[config.mk]
export PLATFORM = sky130hd
export DESIGN_NAME = kz_iterated_smoother_top
export DESIGN_NICKNAME = d
export VERILOG_FILES = /design/src/rtl/core/kzis_pkg.sv /design/src/rtl/core/kzis_ram.sv /design/src/rtl/core/kz_iterated_smoother_top.sv
export SDC_FILE = /design/constraint.sdc
export NUM_CORES = 1
export LEC_CHECK = 0
export BUFFER_PORTS_ARGS = -buffer_cell sky130_fd_sc_hd__buf_2
export CORE_MARGIN = 1.5
export CORE_UTILIZATION = 65
export CTS_CLUSTER_SIZE = 12
export DETAILED_ROUTE_END_ITERATION = 8
export PLACE_DENSITY = 0.8
export SYNTH_ARGS = -nofsm -noshare
export SYNTH_HDL_FRONTEND = slang
export SYNTH_HIERARCHICAL = 1
export SYNTH_SLANG_ARGS = --single-unit
[constraint.sdc]
create_clock -name clk_i -period 34.8 [get_ports clk_i]
set_clock_uncertainty 0.2 [all_clocks]
set_input_delay 3.48 -clock clk_i [delete_from_list [all_inputs] [get_ports clk_i]]
set_output_delay 3.48 -clock clk_i [all_outputs]
set_load 0.01 [all_outputs]
[src/rtl/core/kzis_pkg.sv]
`timescale 1ns / 1ps
// Shared types, constants and small helpers of the iterated KZ smoother.
// Depends on nothing; the top level refers to it by scoped names.
package kzis_pkg;

  localparam int HISTORY_DEPTH = 17;
  localparam int MID_TAP       = HISTORY_DEPTH / 2;
  localparam int WINDOW_LENGTH = 5;
  localparam int HALF_STEP     = (WINDOW_LENGTH - 1) / 2;
  localparam int ROW_COUNT     = 4;
  localparam int IDX_W         = $clog2(HISTORY_DEPTH);
  localparam int WEIGHT_W      = 7;
  localparam int REM_W         = 10;

  typedef logic [IDX_W-1:0] idx_t;
  typedef logic [1:0]       pass_t;

  typedef enum logic [4:0] {
    ST_IDLE  = 5'b00001,
    ST_RUN   = 5'b00010,
    ST_DRAIN = 5'b00100,
    ST_DIV   = 5'b01000,
    ST_WB    = 5'b10000
  } state_e;

  // Binomial-like weight rows, one per pass; pass p sums to 5^p.
  localparam logic [WEIGHT_W-1:0] WEIGHTS [ROW_COUNT][HISTORY_DEPTH] = '{
    '{7'd0, 7'd0, 7'd0, 7'd0, 7'd0, 7'd0, 7'd1, 7'd1, 7'd1, 7'd1, 7'd1,
      7'd0, 7'd0, 7'd0, 7'd0, 7'd0, 7'd0},
    '{7'd0, 7'd0, 7'd0, 7'd0, 7'd1, 7'd2, 7'd3, 7'd4, 7'd5, 7'd4, 7'd3,
      7'd2, 7'd1, 7'd0, 7'd0, 7'd0, 7'd0},
    '{7'd0, 7'd0, 7'd1, 7'd3, 7'd6, 7'd10, 7'd15, 7'd18, 7'd19, 7'd18, 7'd15,
      7'd10, 7'd6, 7'd3, 7'd1, 7'd0, 7'd0},
    '{7'd1, 7'd4, 7'd10, 7'd20, 7'd35, 7'd52, 7'd68, 7'd80, 7'd85, 7'd80, 7'd68,
      7'd52, 7'd35, 7'd20, 7'd10, 7'd4, 7'd1}
  };

  // 5^p for each pass.
  localparam logic [REM_W-1:0] DIVISORS [ROW_COUNT] = '{
    10'd5, 10'd25, 10'd125, 10'd625
  };

  // Map a logical delay-line index onto a physical slot of the ring.
  function automatic idx_t phys_addr(input idx_t base, input idx_t ofs);
    logic [IDX_W:0] sum;
    sum = {1'b0, base} + {1'b0, ofs};
    if (sum >= (IDX_W + 1)'(HISTORY_DEPTH)) begin
      sum = sum - (IDX_W + 1)'(HISTORY_DEPTH);
    end
    return sum[IDX_W-1:0];
  endfunction

  function automatic idx_t tap_first(input pass_t pass);
    return IDX_W'(MID_TAP - HALF_STEP * (int'(pass) + 1));
  endfunction

  function automatic idx_t tap_last(input pass_t pass);
    return IDX_W'(MID_TAP + HALF_STEP * (int'(pass) + 1));
  endfunction

endpackage

[src/rtl/core/kzis_ram.sv]
`timescale 1ns / 1ps
// Generic single-write, single-read synchronous RAM with registered read data.
// Depends on nothing.
module kzis_ram #(
  parameter int WIDTH = 16,
  parameter int DEPTH = 17
) (
  input  logic                     clk_i,
  input  logic                     we_i,
  input  logic [$clog2(DEPTH)-1:0] waddr_i,
  input  logic [WIDTH-1:0]         wdata_i,
  input  logic                     re_i,
  input  logic [$clog2(DEPTH)-1:0] raddr_i,
  output logic [WIDTH-1:0]         rdata_o
);

  logic [WIDTH-1:0] mem_q [DEPTH];
  logic [WIDTH-1:0] rdata_q;

  always_ff @(posedge clk_i) begin
    if (we_i) begin
      mem_q[waddr_i] <= wdata_i;
    end
    if (re_i) begin
      rdata_q <= mem_q[raddr_i];
    end
  end

  assign rdata_o = rdata_q;

endmodule

[src/rtl/core/kz_iterated_smoother_top.sv]
`timescale 1ns / 1ps
// Top level of the iterated Kolmogorov-Zurbenko smoother (window 5).
// Depends on kzis_pkg and kzis_ram.
//
//   channel | direction | handshake                  | payload
//   --------+-----------+----------------------------+---------------------------
//   in      | input     | in_valid_i / in_ready_o    | sample_i   [SAMPLE_WIDTH]
//   out     | output    | out_valid_o / out_ready_i  | smoothed_o [SAMPLE_WIDTH]
//
// Each pass of a transaction runs through the one shared multiply-accumulate
// (one tap per cycle through the single RAM read port) and the radix-16
// divider (one digit per cycle), which forms NDIG = ceil((SAMPLE_WIDTH + 9) / 4)
// quotient digits.
// Reset clears the control state and the per-entry valid bits at once; an
// entry not yet written reads as zero, so no clearing sweep is needed.
// A result waits in the output register; a new sample is taken meanwhile, and
// the block holds in write-back only if the previous result is still untaken.
module kz_iterated_smoother_top #(
  parameter int SAMPLE_WIDTH = 16,
  parameter int PASSES       = 3
) (
  input  logic                    clk_i,
  input  logic                    rst_ni,
  input  logic                    in_valid_i,
  output logic                    in_ready_o,
  input  logic [SAMPLE_WIDTH-1:0] sample_i,
  output logic                    out_valid_o,
  input  logic                    out_ready_i,
  output logic [SAMPLE_WIDTH-1:0] smoothed_o
);

  // Accumulator holds up to 2^(SW-1) * 625; magnitude fits SW+9 bits.
  localparam int ACC_W  = SAMPLE_WIDTH + 10;
  localparam int PROD_W = SAMPLE_WIDTH + kzis_pkg::WEIGHT_W + 1;
  localparam int MAG_W  = SAMPLE_WIDTH + 9;
  localparam int NDIG   = (MAG_W + 3) / 4;
  localparam int DIV_W  = NDIG * 4;
  localparam int DIG_W  = $clog2(NDIG);
  localparam int T_W    = kzis_pkg::REM_W + 4;

  // Control state
  kzis_pkg::state_e                     state_q, state_d;
  kzis_pkg::idx_t                       ptr_q, ptr_d;
  kzis_pkg::idx_t                       idx_q, idx_d;
  kzis_pkg::pass_t                      pass_q, pass_d;
  logic [kzis_pkg::HISTORY_DEPTH-1:0]   vld_q, vld_d;
  logic [DIG_W-1:0]                     dig_q, dig_d;
  logic                                 rd_pend_q, rd_live_q, prod_vld_q;
  logic                                 out_valid_q, out_valid_d;

  // Datapath
  logic [kzis_pkg::WEIGHT_W-1:0]        w1_q, w_d;
  logic signed [PROD_W-1:0]             prod_q, prod_d;
  logic signed [ACC_W-1:0]              acc_q, acc_d;
  logic                                 neg_q, neg_d;
  logic [DIV_W-1:0]                     div_q, div_d;
  logic [kzis_pkg::REM_W-1:0]           rem_q, rem_d;
  logic [SAMPLE_WIDTH-1:0]              out_q, out_d;

  // RAM port
  logic                                 mem_we, mem_re;
  kzis_pkg::idx_t                       mem_waddr, mem_raddr;
  logic [SAMPLE_WIDTH-1:0]              mem_wdata, mem_rdata;

  logic                                 rd_issue;
  logic                                 pass_last;
  logic                                 out_free;
  logic [SAMPLE_WIDTH-1:0]              tap;
  logic [ACC_W-1:0]                     acc_abs;
  logic [kzis_pkg::REM_W-1:0]           dvsr;
  logic [T_W-1:0]                       dig_t;
  logic [3:0]                           dig_q_val;
  logic [T_W-1:0]                       dig_r;
  logic [DIV_W-1:0]                     res_full;
  kzis_pkg::idx_t                       mid_addr;

  kzis_ram #(
    .WIDTH (SAMPLE_WIDTH),
    .DEPTH (kzis_pkg::HISTORY_DEPTH)
  ) u_line (
    .clk_i   (clk_i),
    .we_i    (mem_we),
    .waddr_i (mem_waddr),
    .wdata_i (mem_wdata),
    .re_i    (mem_re),
    .raddr_i (mem_raddr),
    .rdata_o (mem_rdata)
  );

  assign in_ready_o  = (state_q == kzis_pkg::ST_IDLE);
  assign out_valid_o = out_valid_q;
  assign smoothed_o  = out_q;

  assign pass_last = (pass_q == 2'(PASSES - 1));
  assign out_free  = !out_valid_q || out_ready_i;
  assign mid_addr  = kzis_pkg::phys_addr(ptr_q, kzis_pkg::IDX_W'(kzis_pkg::MID_TAP));

  // Entries never written read as zero, matching the cleared delay line.
  assign tap    = rd_live_q ? mem_rdata : '0;
  assign prod_d = $signed(tap) * $signed({1'b0, w1_q});

  assign acc_abs = acc_q[ACC_W-1] ? ACC_W'(-acc_q) : ACC_W'(acc_q);

  // Radix-16 long division of the magnitude by 5^p: one digit per cycle.
  assign dvsr  = kzis_pkg::DIVISORS[pass_q];
  assign dig_t = {rem_q, div_q[DIV_W-1 -: 4]};

  always_comb begin
    dig_q_val = '0;
    for (int k = 1; k < 16; k++) begin
      if (dig_t >= T_W'(k) * T_W'(dvsr)) begin
        dig_q_val = dig_q_val + 4'd1;
      end
    end
    dig_r = dig_t - T_W'(dig_q_val) * T_W'(dvsr);
  end

  // Quotient is a magnitude; restore the sign to truncate toward zero.
  assign res_full = neg_q ? DIV_W'(-div_q) : div_q;

  always_comb begin
    state_d     = state_q;
    ptr_d       = ptr_q;
    idx_d       = idx_q;
    pass_d      = pass_q;
    vld_d       = vld_q;
    dig_d       = dig_q;
    acc_d       = prod_vld_q ? acc_q + ACC_W'(prod_q) : acc_q;
    neg_d       = neg_q;
    div_d       = div_q;
    rem_d       = rem_q;
    out_d       = out_q;
    out_valid_d = out_valid_q && !out_ready_i;
    mem_we      = 1'b0;
    mem_waddr   = ptr_q;
    mem_wdata   = sample_i;
    mem_re      = 1'b0;
    mem_raddr   = kzis_pkg::phys_addr(ptr_q, idx_q);
    rd_issue    = 1'b0;
    w_d         = kzis_pkg::WEIGHTS[pass_q][idx_q];

    case (state_q)
      kzis_pkg::ST_IDLE: begin
        // Overwrite the oldest slot with the new sample and rotate the ring.
        if (in_valid_i) begin
          mem_we       = 1'b1;
          vld_d[ptr_q] = 1'b1;
          ptr_d        = (ptr_q == kzis_pkg::IDX_W'(kzis_pkg::HISTORY_DEPTH - 1)) ?
                         '0 : ptr_q + 1'b1;
          pass_d       = '0;
          idx_d        = kzis_pkg::tap_first('0);
          acc_d        = '0;
          state_d      = kzis_pkg::ST_RUN;
        end
      end
      kzis_pkg::ST_RUN: begin
        // Issue one tap read per cycle across the window of this pass.
        mem_re   = 1'b1;
        rd_issue = 1'b1;
        if (idx_q == kzis_pkg::tap_last(pass_q)) begin
          state_d = kzis_pkg::ST_DRAIN;
        end else begin
          idx_d = idx_q + 1'b1;
        end
      end
      kzis_pkg::ST_DRAIN: begin
        // Wait for the read and multiply stages to empty into the accumulator.
        if (!rd_pend_q && !prod_vld_q) begin
          neg_d   = acc_q[ACC_W-1];
          div_d   = DIV_W'(acc_abs[MAG_W-1:0]);
          rem_d   = '0;
          dig_d   = '0;
          state_d = kzis_pkg::ST_DIV;
        end
      end
      kzis_pkg::ST_DIV: begin
        div_d = {div_q[DIV_W-5:0], dig_q_val};
        rem_d = dig_r[kzis_pkg::REM_W-1:0];
        dig_d = dig_q + 1'b1;
        if (dig_q == DIG_W'(NDIG - 1)) begin
          state_d = kzis_pkg::ST_WB;
        end
      end
      kzis_pkg::ST_WB: begin
        // Write the pass result back to the middle entry; the next pass starts its
        // reads in the cycle after the write, so the read sees it without forwarding.
        // Mark the entry live so later reads return the written value.
        mem_waddr = mid_addr;
        mem_wdata = res_full[SAMPLE_WIDTH-1:0];
        if (pass_last) begin
          if (out_free) begin
            mem_we          = 1'b1;
            vld_d[mid_addr] = 1'b1;
            out_d           = res_full[SAMPLE_WIDTH-1:0];
            out_valid_d     = 1'b1;
            state_d         = kzis_pkg::ST_IDLE;
          end
        end else begin
          mem_we          = 1'b1;
          vld_d[mid_addr] = 1'b1;
          pass_d          = pass_q + 2'd1;
          idx_d           = kzis_pkg::tap_first(pass_q + 2'd1);
          acc_d           = '0;
          state_d         = kzis_pkg::ST_RUN;
        end
      end
      default: begin
        state_d = kzis_pkg::ST_IDLE;
      end
    endcase
  end

  always_ff @(posedge clk_i or negedge rst_ni) begin
    if (!rst_ni) begin
      state_q     <= kzis_pkg::ST_IDLE;
      ptr_q       <= '0;
      idx_q       <= '0;
      pass_q      <= '0;
      vld_q       <= '0;
      dig_q       <= '0;
      rd_pend_q   <= 1'b0;
      rd_live_q   <= 1'b0;
      prod_vld_q  <= 1'b0;
      out_valid_q <= 1'b0;
    end else begin
      state_q     <= state_d;
      ptr_q       <= ptr_d;
      idx_q       <= idx_d;
      pass_q      <= pass_d;
      vld_q       <= vld_d;
      dig_q       <= dig_d;
      rd_pend_q   <= rd_issue;
      rd_live_q   <= vld_q[mem_raddr];
      prod_vld_q  <= rd_pend_q;
      out_valid_q <= out_valid_d;
    end
  end

  always_ff @(posedge clk_i) begin
    if (rd_issue) begin
      w1_q <= w_d;
    end
    prod_q <= prod_d;
    acc_q  <= acc_d;
    neg_q  <= neg_d;
    div_q  <= div_d;
    rem_q  <= rem_d;
    out_q  <= out_d;
  end

  // The multiply-accumulate pipeline is empty whenever a new sample can enter.
  assert property (@(posedge clk_i) disable iff (!rst_ni)
    in_ready_o |-> (!rd_pend_q && !prod_vld_q))
    else $error("MAC pipeline busy while accepting a sample");

  // Writes and tap reads never share a cycle, so no same-entry hazard exists.
  assert property (@(posedge clk_i) disable iff (!rst_ni)
    !(mem_we && mem_re))
    else $error("delay-line write overlaps a tap read");

  // Ring pointer stays within the delay line.
  assert property (@(posedge clk_i) disable iff (!rst_ni)
    ptr_q <= kzis_pkg::IDX_W'(kzis_pkg::HISTORY_DEPTH - 1))
    else $error("ring pointer out of range");

  // A finished last pass with a free output slot shows its result next cycle.
  assert property (@(posedge clk_i) disable iff (!rst_ni)
    (state_q == kzis_pkg::ST_WB && pass_last && out_free) |=> out_valid_o)
    else $error("result lost at write-back");

endmodule

==> results of run 1 <==
==> worst max-delay path by stage <==
stage	depth (start not counted)	startpoint	slack, ps	to
after floorplan	63	pass_q[1]	22840	rem_q[9]
after global placement	60	pass_q[1]	21190	rem_q[9]
after detailed placement	58	pass_q[1]	20500	rem_q[9]
after CTS	58	pass_q[1]	20490	rem_q[9]
after global routing	62	pass_q[1]	19270	rem_q[9]
final	56	pass_q[1]	20320	rem_q[9]
==> final cells by class <==
cell class	instances	share of cell area, %
multi-input combinational	1797	49.0
sequential	441	40.3
clock buffer	66	4.04
inverter	219	2.65
tap	592	2.38
timing repair buffer	68	1.34
clock inverter	9	0.317
==> sequential cells by signal, summed over array words and instances (netlist names) <==
| name | cells |
|---|---|
| acc_q | 26 |
| w1_q | 7 |
| dig_q | 3 |
| vld_q | 17 |
| state_q | 5 |
| neg_q | 1 |
| div_q | 28 |
| ptr_q | 5 |
| u_line/rdata_o | 16 |
| pass_q | 2 |
| prod_q | 24 |
| prod_vld_q | 1 |
| u_line/mem_q | 272 |
| rd_pend_q | 1 |
| rd_live_q | 1 |
| idx_q | 5 |
| rem_q | 10 |
| out_valid_o | 1 |
| smoothed_o | 16 |
==> routing by layer <==
metal / vias to the layer above / GRT usage (%) / share of wire [%]
met2: 1042 / 56.3 / 49
met3: 216 / 6.26 / 8.3
li1: 9353 / - / -
met5: - / 0 / 0.032
met4: 4 / 13.3 / 4.1
met1: 10200 / 42.8 / 39
==> metrics by stage <==
step / instances / instance area (µm²)
2_1_floorplan: 2561 / 29100
3_3_place_gp: 3117 / 29800
3_5_place_dp: 3117 / 29800
4_1_cts: 3192 / 31100
5_1_grt: 3192 / 31100
6_report: 3192 / 31100
==> cells in the final DEF (no fill, tap or decap), types with 18 or more instances in the layout <==
| cell type | instances |
|---|---|
| a21o_1 | 40 |
| a21oi_1 | 113 |
| a22oi_1 | 20 |
| a31oi_1 | 26 |
| and2_1 | 20 |
| and3_1 | 95 |
| buf_2 | 37 |
| buf_4 | 31 |
| clkbuf_16 | 46 |
| dfrtp_1 | 39 |
| dfxtp_1 | 50 |
| edfxtp_1 | 350 |
| fa_1 | 101 |
| ha_1 | 210 |
| inv_1 | 216 |
| mux2i_1 | 56 |
| mux4_2 | 63 |
| nand2_1 | 190 |
| nand2b_1 | 28 |
| nand3_1 | 58 |
| nor2_1 | 151 |
| nor2b_1 | 23 |
| nor3_1 | 36 |
| o21ai_0 | 103 |
| o21bai_1 | 28 |
| o22ai_1 | 24 |
| o31ai_1 | 18 |
| xnor2_1 | 91 |
| xor2_1 | 49 |
==> cell usage after synthesis, types with 13 or more instances <==
master    instances  area share (%)
nor3_1           39            0.67
o21bai_1         28            0.72
nand2_1         190             2.5
dfxtp_1          50             3.4
o21ai_0         103             1.8
ha_1            210             9.0
a31oi_1          26            0.56
and3_1           95             2.0
and2_1           20            0.43
nand2b_1         28            0.60
nand3_1          58             1.0
dfrtp_1          40             3.4
xnor2_1          93             2.8
nor2b_1          24            0.52
nand4_1          17            0.37
inv_1           217             2.8
a21oi_1         113             1.9
fa_1            101             6.9
o31ai_1          18            0.46
a211oi_1         16            0.41
a221oi_2         14            0.72
xor2_1           49             1.5
nor2_1          153             2.0
mux4_2           63             4.9
clkbuf_1         72            0.93
edfxtp_1        350              36
a22oi_1          20            0.52
o22ai_1          24            0.52
or3_1            13            0.28
a21o_1           40             1.0
mux2i_1          56             1.9
==> logic make-up after synthesis <==
family | count (synthesis) | synth area share, %
adder cells (fa/ha/maj) | 311 | 16.0
AND/OR/NAND/NOR | 702 | 12.0
other | 1 | 0.0129
buffers and inverters | 323 | 4.70
flip-flops | 441 | 43.1
AO/OA/AOI/OAI | 496 | 11.5
XOR/XNOR | 156 | 5.33
multiplexers | 130 | 7.38
==> critical path, delay by kind of cell, from the launching register on <==
| kind | cells | cell delay [ps] |
|---|---|---|
| flops | 1 | 780 |
| simple gates | 8 | 960 |
| xor+xnor | 8 | 1280 |
| fa+ha+maj | 14 | 5710 |
| compound gates | 16 | 3180 |
| buf+inv | 9 | 1520 |
| mux | 1 | 600 |
==> results.yml, run 1 <==
routing:
  vias: 20800
  wl_per_cell_um: 23.8
  antenna_left: 0
  drtIter0Drc: 2240
  drc: 0
  vias_per_cell: 6.51
  wl_mm: 75.9
  drt_pass1_iterations: 6
finish:
  area_growth_pct: 7.01
  nets: 2903
  multiInputGateArea_um2: 15300
  ff_latch_area_um2: 12500
  diodes: 0
  drive_above_1_share_pct: 10.3
  final_core_util_pct: 70.4
  fillers: 2956
die:
  num_rows: 77
  die_w_um: 215
  die_area_um2: 46000
  core-area_um2: 44200
  pin_count: 38
  fp.dieH_um: 215
  start_util_pct: 65.8
worst_setup_path:
  end_kind: "flop"
  worstPathRequired_ps: 34900
  startpoint_type: "flop"
  slowest_stage: "ha_1"
  r2r_slack_ps: 20320
  worstSetupPathType: "reg2reg"
  slowest_delay_ps: 870
  reg2reg_from: "pass_q[1]"
  worstRegToRegCells: 56
  critPathMaxFanout: 20
  timing.rr.end: "rem_q[9]"
  cp_common_cell: "ha_1"
  worstPathArrival_ps: 14590
clocking:
  cts_hold_buf: 0
  cts_root_buf: "clkbuf_16"
  clkLatencyLatePin_ps: 590
  cts-buffers-inserted: 45
  cts-resized-gates: 0
  post-cts-setup-buffers: 0
  htreeDepth: 2
  cts_tree: "built"
  clockBufferDepth: 3
  numClockSinks: 441
  path_clk_slew_ps: 60
run:
  drv_cap: 0
timing:
  worst_slack_ps: 20320
  rsz0062_at_grt: "false"
  whs_ps: 198
  drv_slew: 0
  slew_headroom_pct: 20.8
  setup-tns-final_ps: 0
  fmax_mhz: 69.0
  setup_viol: 0
  period_share_pct: 41.6
  worst_slew_pin_slew_ps: 1180
  period_needed_ps: 14480
  hold_viol_final: 0
min_path:
  worstHoldPathType: "reg2reg"
  min_from: "rd_pend_q"
  hold_depth: 0
  hold_path_end: "prod_vld_q"
grt:
  antenna_found_initial: 2
  overflow: 0
  grt_max_degree: 109
  grt_pass1_vias: 21000
  grt_usage_pct: 33.4
  grt_pass1_wl_mm: 119
synth:
  netlist_instances: 2560
  async_flop_share_pct: 9.30
  ys_types: 102
  syn_area_um2: 29100
  synthFlopType: "edfxtp_1"
  ys_ff_latch: 441
  yosysSeqAreaShare_pct: 43.1
  synth-edff-count: 350
  postSynthAreaPerCell_um2: 11.4
  ys_warn_count: 6
placement:
  pre_cts_ws_ps: 20500
  finalWeightedCongestion: 0.935
  numPortBuffers: 37
  post-dp-hpwl_mm: 51.3
run_status:
  status: "finished, final reports clean"
Power of run 1 is not shown: default switching activity piles up to over one toggle a cycle in this logic, so the estimate is an artifact.
==> inputs of run 2 (changes only) <==
==> constraint.sdc (replaced) <==
create_clock -name clk_i -period 14.8 [get_ports clk_i]
set_clock_uncertainty 0.2 [all_clocks]
set_input_delay 1.48 -clock clk_i [delete_from_list [all_inputs] [get_ports clk_i]]
set_output_delay 1.48 -clock clk_i [all_outputs]
set_load 0.01 [all_outputs]
==> results.yml, run 2 (synthesized netlist as in run 1, its figures left out) <==
run_status:
  status: "finished, final reports clean"
finish:
  reg.largest.list: "u_line/mem_q (272), div_q (28), acc_q (26)"
  area_growth_pct: 7.21
  final_core_util_pct: 70.5
  multiInputGateArea_um2: 15300
  layout_commonest_cell: "edfxtp_1"
  nets: 2911
  mostFrequentLayoutCells: "edfxtp_1, inv_1, ha_1"
  ff_latch_area_um2: 12500
  diodes: 0
  final_area_um2: 31200
  drive_above_1_share_pct: 10.5
  fillers: 2955
  largest_reg_flops: 272
  largest-register: "u_line/mem_q"
routing:
  vias: 20900
  wl_per_cell_um: 23.4
  wl_mm: 75.0
  drt_pass1_iterations: 8
  antenna_left: 0
  drc: 0
  vias_per_cell: 6.52
  drtIter0Drc: 2253
clocking:
  clockBufferDepth: 3
  post-cts-setup-buffers: 0
  clkLatencyLatePin_ps: 590
  path_clk_slew_ps: 60
  cts-buffers-inserted: 46
  numClockSinks: 441
  cts-resized-gates: 0
  cts_hold_buf: 0
  cts_root_buf: "clkbuf_16"
  cts_tree: "built"
  htreeDepth: 2
timing:
  period_share_pct: 92.6
  fmax_mhz: 73.0
  rsz0062_at_grt: "false"
  setup_viol: 0
  period_needed_ps: 13710
  slew_headroom_pct: 16.2
  drv_slew: 0
  hold_viol_final: 0
  setup-tns-final_ps: 0
  worst_slew_pin_slew_ps: 1250
die:
  die_area_um2: 46000
  fp.dieH_um: 215
  num_rows: 77
  die_w_um: 215
  start_util_pct: 65.8
  core-area_um2: 44200
  pin_count: 38
grt:
  grt_max_degree: 109
  grt_pass1_vias: 21100
  grt_pass1_wl_mm: 117
  antenna_found_initial: 1
  overflow: 0
  grt_usage_pct: 32.9
worst_setup_path:
  slowest_stage: "dfrtp_1"
  critPathMaxFanout: 12
  crit_buf_inv: 9
  worstPathArrival_ps: 13810
  end_kind: "flop"
  slowest_delay_ps: 520
  worstPathRequired_ps: 14900
  crit_family: "adder cells"
  startpoint_type: "flop"
  worstSetupPathType: "reg2reg"
placement:
  placed_area_um2: 29800
  numPortBuffers: 37
  post-dp-hpwl_mm: 50.5
  finalWeightedCongestion: 0.903
run:
  drv_cap: 0
min_path:
  worstHoldPathType: "reg2reg"
## run 2: cell types whose count changed in the layout (fill, tap and decap cells not counted), sizes merged
cell | previous run | this run
clkinv | 9 | 15
buf | 68 | 75
clkbuf | 66 | 63
## run 2: final timing paths
| path | slack, ps | endpoint | startpoint | depth (start not counted) |
|---|---|---|---|---|
| worst max-delay path | 1090 | rem_q[9] | pass_q[0] | 62 |
| min in group asynchronous | 850 | ptr_q[1] | rst_ni | 1 |
| worst min register to register | 210 | prod_vld_q | rd_pend_q | 0 |
| worst min-delay path | 210 | prod_vld_q | rd_pend_q | 0 |
| max in group asynchronous | 12870 | pass_q[1] | rst_ni | 1 |
| worst max register to register | 1090 | rem_q[9] | pass_q[0] | 62 |
## run 2: through the flow
| stage | cells | hold WS [ps] | worst slack [ps] |
|---|---|---|---|
| after floorplan | 2561 | 176 | 2840 |
| after global routing | 3202 | 222 | 115 |
| after CTS | 3202 | 211 | 858 |
| after global placement | 3124 | 186 | 1520 |
| after detailed placement | 3124 | 197 | 934 |
| final | 3202 | 211 | 1090 |
## run 2: layer usage
layer  routed length, µm  vias to the layer above  global-route usage (%)  share of wire (%)
met5                   0                        -                       0                  0
met4                2890                        0                    13.5                3.8
met3                6040                      213                    5.28                8.0
met2               36400                     1051                    55.5                 49
met1               29700                    10200                    42.7                 40
li1                    -                     9360                       -                  -
## run 2: cell type report
| class | instances | share of cell area, % |
|---|---|---|
| clock buffer | 63 | 3.96 |
| timing repair buffer | 75 | 1.51 |
| sequential | 441 | 40.2 |
| clock inverter | 15 | 0.397 |
| tap | 592 | 2.37 |
| inverter | 219 | 2.64 |
| multi-input combinational | 1797 | 48.9 |
Power of run 2 is left out for the same reason.
